**config.mk**
```make
export PLATFORM = sky130hd
export DESIGN_NAME = hcbp_ctrl
export DESIGN_NICKNAME = d
export VERILOG_FILES = /design/src/hcbp_pkg.sv /design/src/hcbp_ctrl.sv
export SDC_FILE = /design/constraint.sdc
export NUM_CORES = 1
export LEC_CHECK = 0
export ABC_AREA = 0
export BUFFER_PORTS_ARGS = -buffer_cell sky130_fd_sc_hd__buf_2
export CAP_MARGIN = 20
export CELL_PAD_IN_SITES_DETAIL_PLACEMENT = 2
export CELL_PAD_IN_SITES_GLOBAL_PLACEMENT = 2
export CORE_UTILIZATION = 19
export CTS_CLUSTER_DIAMETER = 200
export CTS_CLUSTER_SIZE = 40
export DETAILED_ROUTE_END_ITERATION = 6
export PLACE_DENSITY_LB_ADDON = 0.1
export SLEW_MARGIN = 5
export SYNTH_ARGS = -nofsm -noshare
export SYNTH_HDL_FRONTEND = slang
export SYNTH_SLANG_ARGS = --single-unit
```
**constraint.sdc**
```tcl
create_clock -name clk -period 1.65 [get_ports clk]
set_input_delay 0 -clock clk [delete_from_list [all_inputs] [get_ports clk]]
set_output_delay 0 -clock clk [all_outputs]
set_load 0.02 [all_outputs]
```
**src/hcbp_pkg.sv**
```systemverilog
// Package for the code bit packer: field widths, item kinds, controller states
// and the command/status structs between controller and datapath.
// No dependencies.
package hcbp_pkg;

  // Default parameter values
  localparam int DEF_MAX_CODE_LEN = 32;
  localparam int DEF_SYMBOL_COUNT = 256;

  // Field and register widths
  localparam int KIND_W = 2;
  localparam int SYM_W  = 8;
  localparam int CODE_W = 32;
  localparam int LEN_W  = 6;
  localparam int BYTE_W = 8;
  localparam int CNT_W  = 3;
  localparam int PEND_W = 7;
  localparam int ACC_W  = PEND_W + CODE_W;
  localparam int TOT_W  = 6;

  // Item kinds
  localparam logic [KIND_W-1:0] KIND_LOAD   = 2'd0;
  localparam logic [KIND_W-1:0] KIND_ENCODE = 2'd1;
  localparam logic [KIND_W-1:0] KIND_END    = 2'd2;

  // Controller states
  typedef enum logic [2:0] {
    ST_IDLE,
    ST_BUILD,
    ST_EMIT,
    ST_FLUSH,
    ST_PAD
  } state_t;

  // Controller to datapath commands
  typedef struct packed {
    logic tbl_write;
    logic tbl_read;
    logic acc_load;
    logic emit_code;
    logic commit;
    logic emit_flush;
    logic emit_pad;
  } cmd_t;

  // Datapath to controller status
  typedef struct packed {
    logic sym_ok;
    logic total_ge8;
    logic pend_nonzero;
    logic slot_free;
  } sts_t;

endpackage

```
**src/hcbp_ctrl.sv**
```systemverilog
// Controller state machine of the code bit packer.
// Depends on hcbp_pkg for states, item kinds and command/status structs.
module hcbp_ctrl import hcbp_pkg::*; (
  input  logic              clk,
  input  logic              rst_n,
  input  logic              in_valid,
  input  logic [KIND_W-1:0] in_kind,
  output logic              in_ready,
  input  sts_t              sts,
  output cmd_t              cmd
);

  state_t state_r;
  state_t state_nxt;

  // State register
  always_ff @(posedge clk) begin
    if (!rst_n) begin
      state_r <= ST_IDLE;
    end else begin
      state_r <= state_nxt;
    end
  end

  // Next state
  always_comb begin
    state_nxt = state_r;
    case (state_r)
      ST_IDLE: begin
        if (in_valid) begin
          if (in_kind == KIND_ENCODE && sts.sym_ok) begin
            state_nxt = ST_BUILD;
          end else if (in_kind == KIND_END) begin
            state_nxt = ST_FLUSH;
          end
        end
      end
      ST_BUILD: begin
        state_nxt = ST_EMIT;
      end
      ST_EMIT: begin
        // byte loop ends once fewer than eight bits remain
        if (!sts.total_ge8) begin
          state_nxt = ST_IDLE;
        end
      end
      ST_FLUSH: begin
        if (!sts.pend_nonzero || sts.slot_free) begin
          state_nxt = ST_PAD;
        end
      end
      ST_PAD: begin
        if (sts.slot_free) begin
          state_nxt = ST_IDLE;
        end
      end
      default: begin
        state_nxt = ST_IDLE;
      end
    endcase
  end

  // Outputs
  always_comb begin
    cmd      = '0;
    in_ready = 1'b0;
    case (state_r)
      ST_IDLE: begin
        in_ready      = 1'b1;
        cmd.tbl_write = in_valid && (in_kind == KIND_LOAD) && sts.sym_ok;
        cmd.tbl_read  = in_valid && (in_kind == KIND_ENCODE) && sts.sym_ok;
      end
      ST_BUILD: begin
        cmd.acc_load = 1'b1;
      end
      ST_EMIT: begin
        if (sts.total_ge8) begin
          cmd.emit_code = sts.slot_free;
        end else begin
          cmd.commit = 1'b1;
        end
      end
      ST_FLUSH: begin
        cmd.emit_flush = sts.pend_nonzero && sts.slot_free;
      end
      ST_PAD: begin
        cmd.emit_pad = sts.slot_free;
      end
      default: begin
        cmd = '0;
      end
    endcase
  end

endmodule

```
==> results of run 1 <==
## per-layer routing
| layer | vias up | track usage (%) | wire (microns) |
|---|---|---|---|
| met5 | - | 0 | 0 |
| met4 | 0 | 1.94 | 0 |
| met3 | 0 | 6.09 | 74 |
| met2 | 16 | 17.2 | 384 |
| met1 | 156 | 13.1 | 389 |
| li1 | 174 | - | - |
## per-stage QoR
stage | instance area, sq um | cells
3_5_place_dp | 370 | 68
2_1_floorplan | 302 | 40
5_1_grt | 397 | 72
3_3_place_gp | 370 | 68
4_1_cts | 397 | 72
6_report | 397 | 72
## Yosys cell counts
master and number:
nand2_1 6, o41ai_1 1, o2bb2ai_1 1, inv_1 2, a21o_2 1, a21oi_1 1, nor2_1 4, a211oi_1 1
nor3_1 3, and2_1 1, and4_1 1, a21boi_0 2, nor2b_1 1, dfxtp_1 3, o211ai_1 1, a21oi_2 1
and2b_2 1, buf_4 1, nor3b_1 1, nand2b_1 1, or3b_1 1, or2_2 1, buf_6 2, or2b_2 1
nand4b_1 1
## path summary, 6_finish.rpt
| path | startpoint | slack, ps | end | depth (start not counted) |
|---|---|---|---|---|
| hold reg to reg | state_r[2] | 640 | state_r[2] | 2 |
| hold / removal | rst_n | 30 | state_r[0] | 2 |
| setup / recovery | state_r[1] | 230 | cmd[6] | 4 |
| setup reg to reg | state_r[2] | 250 | state_r[0] | 4 |
## cells in the final DEF (no fill, tap or decap), types with 2 or more instances in the layout
| cell type | count |
|---|---|
| buf_2 | 16 |
| nand2_1 | 6 |
| nor2_1 | 4 |
| clkbuf_4 | 3 |
| dfxtp_1 | 3 |
| inv_1 | 2 |
| nor3_1 | 2 |
| a21boi_0 | 2 |
## power breakdown
part / leakage, uW / switching (uW) / internal, uW / total, uW
Sequential: 0.0000244 / 7.31 / 75.8 / 83.1
Combinational: 0.000142 / 30.9 / 25.9 / 56.8
Clock: 0.0000150 / 38.7 / 90.6 / 129
Total: 0.000181 / 76.9 / 192 / 269
## final cells by class
class / count / area share, %
clock buffer: 4 / 6.62
multi-input combinational: 32 / 51.4
timing repair buffer: 16 / 20.2
inverter: 2 / 1.89
sequential: 3 / 15.1
tap: 15 / 4.73
## kinds of logic after synthesis
family          Yosys count
compound gates            9
buf+inv                   5
flops                     3
simple gates             23
==> metrics, run 1 <==
Compound-Gate Fraction of Synth Area 23.6%; unrepaired setup endpoints after global routing no; fin. max-slew vios 0; Skew-Pair Late Insertion Delay 230 ps; share of layout cells above drive strength 1 43.9%; Worst Skew 4.55 ps; setup ws final 234 ps; Fill cells 181; Critical Path AT 1420 ps; largest net degree at the start of global routing 12; largest family of logic cells by synthesized area simple AND/OR/NAND/NOR gates; Top Registers state_r (3); WHS 31.1 ps; Layout area overhead 33.8%; port buffer count 16; crit path kind register to primary output; critical path required time 1650 ps; largest cells by area after synthesis dfxtp_1, buf_6, nand2_1; grt ovf 0; Rows 13; antenna violations before repair 0; max-cap violation count 0; HPWL Detailed 699 microns; Seq. cell area 60.1 sq um; DRT iter0 DRCs 1; Top delay family on crit path simple AND/OR/NAND/NOR gates; fmax 706 MHz; area of the multi-input gates 204 sq um; Post-Synth Adder-Cell Area 0%; Slew headroom 77.1%; Clk pin slew, worst setup/hold paths 40 ps; GRT Overall Usage 10.9%; DRC errors left 0; Root Driver clkbuf_4; Post-Synth Simple-Gate Area 43.5%; leakage dissipation 0.000181 uW; crit path launch type register; Starting Density 21.4%; Slew @ Worst Pin 343 ps; Clock Path Buffers 2; Max IR drop VDD 0.323 mV; ANT cells 0; Avg WL per Cell 11.8 microns; share of the synthesized area in the top cell type 20.3%; DRT Pass-1 Iters 3; clock tree sinks 3; Critical Path Max Stage Delay 400 ps; post-CTS resize count 0; TritonCTS buffer count 3; min cycle time layout 1420 ps; post-synthesis cell type count 25; status finished, final reports clean; Die Span X 41.5 microns; vias post-DR 346; CP cell instances nor3_2 > nand2_1 > nor3b_1 > buf_2; Worst Path Max Fanout 11; multiplexer share of the synthesized area 0%; utilization after layout 28.7%; Final GP Congestion 0.749; register bit total from synthesis 3; core area 1380 sq um; xor/xnor cell area share of the yosys netlist 0%; H-tree Lvls 1; vias in the first global route 332; Hold/Removal Path Class input pin to register; Nets 67; IO Count 17; Synth Area per Inst 7.41 sq um; synth warn 0; Critical Path Sink Type primary output; crit path max-delay cell type dfxtp_1; first-pass GRT wire length 1470 microns; register area share after synthesis 20.3%; setup total negative slack 0 ps; Top reg by flops state_r; number of antenna-violating nets in the routed design 0; number of flip-flops in the largest register 3; Syn Nets 49; Die Height 41.5 microns; Final Setup Violations 0; Post-Route WL 848 microns; pre-CTS setup slack 248 ps; # hold bufs at CTS 0; PD cells 679 nW/um^2; Mapped Cells 40; Synth area leader dfxtp_1; clock tree from TritonCTS yes; Vias/cell 4.81; Post-Synthesis Cell Area 297 sq um; crit path buf inv count 1; postcts setup bufs 0; Final Hold Fails 0; Design Power 269 uW; part of the cycle the worst path needs 85.8%; die area 1720 sq um
Note: power is estimated with default switching activity, not from simulation.
==> inputs of run 2 (changes only) <==
--- a/constraint.sdc
+++ b/constraint.sdc
@@ -3,2 +3,2 @@
 set_output_delay 0 -clock clk [all_outputs]
-set_load 0.02 [all_outputs]
+set_load 0.01 [all_outputs]
==> run 2 against run 1 <==
Compared with the run above: sequential power is 0.8% lower; non-clock buffer count unchanged; wire length shrank 0.35%; critical endpoint is now state_r[0]; power is 0.17% higher; combinational power shrank 11%; fmax is 0.77% lower; flip-flop and latch count unchanged; via count fell by 0.29%; design area is 1.3% lower; global-route usage unchanged.
==> metrics, run 2 (synthesis gave the netlist of run 1 again) <==
status finished, final reports clean (unchanged); commonest non-fill, non-tap cell in the layout buf_2 (unchanged); Clock Path Buffers 2 (unchanged); WHS 27.5 ps (was 31.1 ps); first-pass GRT wire length 1480 microns (was 1470 microns); Hold/Removal Path Class input pin to register (unchanged); Critical Path Max Stage Delay 460 ps (was 400 ps); Starting Density 21.4% (unchanged); Critical Path Sink Type register (was primary output); antenna violations before repair 0 (unchanged); DRT iter0 DRCs 0 (was 1); clock tree sinks 3 (unchanged); Final GP Congestion 0.703 (was 0.749); setup total negative slack 0 ps (unchanged); Max IR drop VDD 0.146 mV (was 0.323 mV); Final Hold Fails 0 (unchanged); Skew-Pair Late Insertion Delay 240 ps (was 230 ps); vias post-DR 345 (was 346); Clk pin slew, worst setup/hold paths 40 ps (about the same); Vias/cell 4.79 (was 4.81); leakage dissipation 0.000180 uW (was 0.000181 uW); crit path kind register to register (was register to primary output); clock tree from TritonCTS yes (unchanged); largest net degree at the start of global routing 12 (unchanged); Top delay family on crit path simple AND/OR/NAND/NOR gates (unchanged); Layout area overhead 32.1% (was 33.8%); unrepaired setup endpoints after global routing no (unchanged); Die Height 41.5 microns (unchanged); crit path buf inv count 0 (was 1); met2 wire length 429 microns (was 384 microns); flop-to-flop setup slack 220 ps (was 250 ps); min cycle time layout 1430 ps (was 1420 ps); utilization after layout 28.3% (was 28.7%); Root Driver clkbuf_4 (unchanged); Finished Layout Cells 72 (unchanged); share of layout cells above drive strength 1 42.1% (was 43.9%); core area 1380 sq um (unchanged); post-CTS resize count 0 (unchanged); ANT cells 0 (unchanged); IO Count 17 (unchanged); H-tree Lvls 1 (unchanged); PD cells 689 nW/um^2 (was 679 nW/um^2); DRT Pass-1 Iters 1 (was 3); wire length on met3 41 microns (was 74 microns); postcts setup bufs 0 (unchanged); DRC errors left 0 (unchanged); crit path max-delay cell type dfxtp_1 (unchanged); Slew headroom 78.3% (was 77.1%); placed cell count 68 (unchanged); part of the cycle the worst path needs 86.5% (was 85.8%); Nets 67 (unchanged); number of antenna-violating nets in the routed design 0 (unchanged); Avg WL per Cell 11.7 microns (was 11.8 microns); fin. max-slew vios 0 (unchanged); Post-Route WL 845 microns (was 848 microns); Top Registers state_r (3) (unchanged); DR top layer met3 (unchanged); CP cell instances or3b_1 > a21oi_2 > o2bb2ai_1 > and2_1 (was nor3_2 > nand2_1 > nor3b_1 > buf_2); Slew @ Worst Pin 324 ps (was 343 ps); crit path launch type register (unchanged); Worst Path Max Fanout 9 (was 11); most frequent cells in the layout buf_2, nand2_1, nor2_1 (unchanged); critical path required time 1830 ps (was 1650 ps); vias in the first global route 368 (was 332); number of flip-flops in the largest register 3 (unchanged); Critical Path AT 1600 ps (was 1420 ps); Die Span X 41.5 microns (unchanged); # hold bufs at CTS 0 (unchanged); GRT Overall Usage 10.9% (unchanged); TritonCTS buffer count 3 (unchanged); Final Setup Violations 0 (unchanged); Top reg by flops state_r (unchanged); die area 1720 sq um (unchanged); met1 WL 374 microns (was 389 microns); fmax 701 MHz (was 706 MHz); max-cap violation count 0 (unchanged); Worst Skew 2.71 ps (was 4.55 ps); Rows 13 (unchanged); grt ovf 0 (unchanged); port buffer count 16 (unchanged)
## run 2: changes by cell type in the layout (fill, tap and decap cells not counted)
cell and delta:
nor3_1 +1, nor3_2 -1
## run 2: power breakdown
group          internal [uW]  switching [uW]  total (uW)  leakage (uW)
clock network           91.1            45.5         137     0.0000150
registers               75.7            6.71        82.4     0.0000244
logic                   25.0            25.8        50.8      0.000141
total                    192            77.9         270      0.000180
## run 2: per-stage QoR
| step | area (sq um) | setup slack [ps] | total power, uW |
|---|---|---|---|
| 5_1_grt | 392 | 87.2 | 292 |
| 2_1_floorplan | 297 | 379 | 115 |
| 3_3_place_gp | 365 | 314 | 134 |
| 4_1_cts | 392 | 206 | 279 |
| 3_5_place_dp | 365 | 250 | 135 |
| 6_report | 392 | 223 | 270 |
## run 2: worst paths after layout
check / from / to / cells past startpoint
worst max register to register: state_r[2] / state_r[0] / 4
worst max-delay path: state_r[2] / state_r[0] / 4
worst min register to register: state_r[2] / state_r[2] / 2
worst min-delay path: rst_n / state_r[0] / 2
## run 2: layout make-up
cell class              count  area [sq um]
inverters                   2          7.51
repair buffers             16          80.1
well taps                  15          18.8
multi-input cells          32           199
clock buffers               4          26.3
flip-flops and latches      3          60.1
fillers                   186           991
## run 2: layer usage
metal | vias up | GRT usage [%]
met4 | 0 | 7.74
met2 | 12 | 18.8
li1 | 172 | -
met5 | - | 0
met1 | 161 | 12.3
met3 | 0 | 1.30
## run 2: worst reg2reg max path, stage by stage, from the launching register on
cell,delay [ps]
dfxtp_1,460
or3b_1,410
a21oi_2,230
o2bb2ai_1,140
and2_1,140
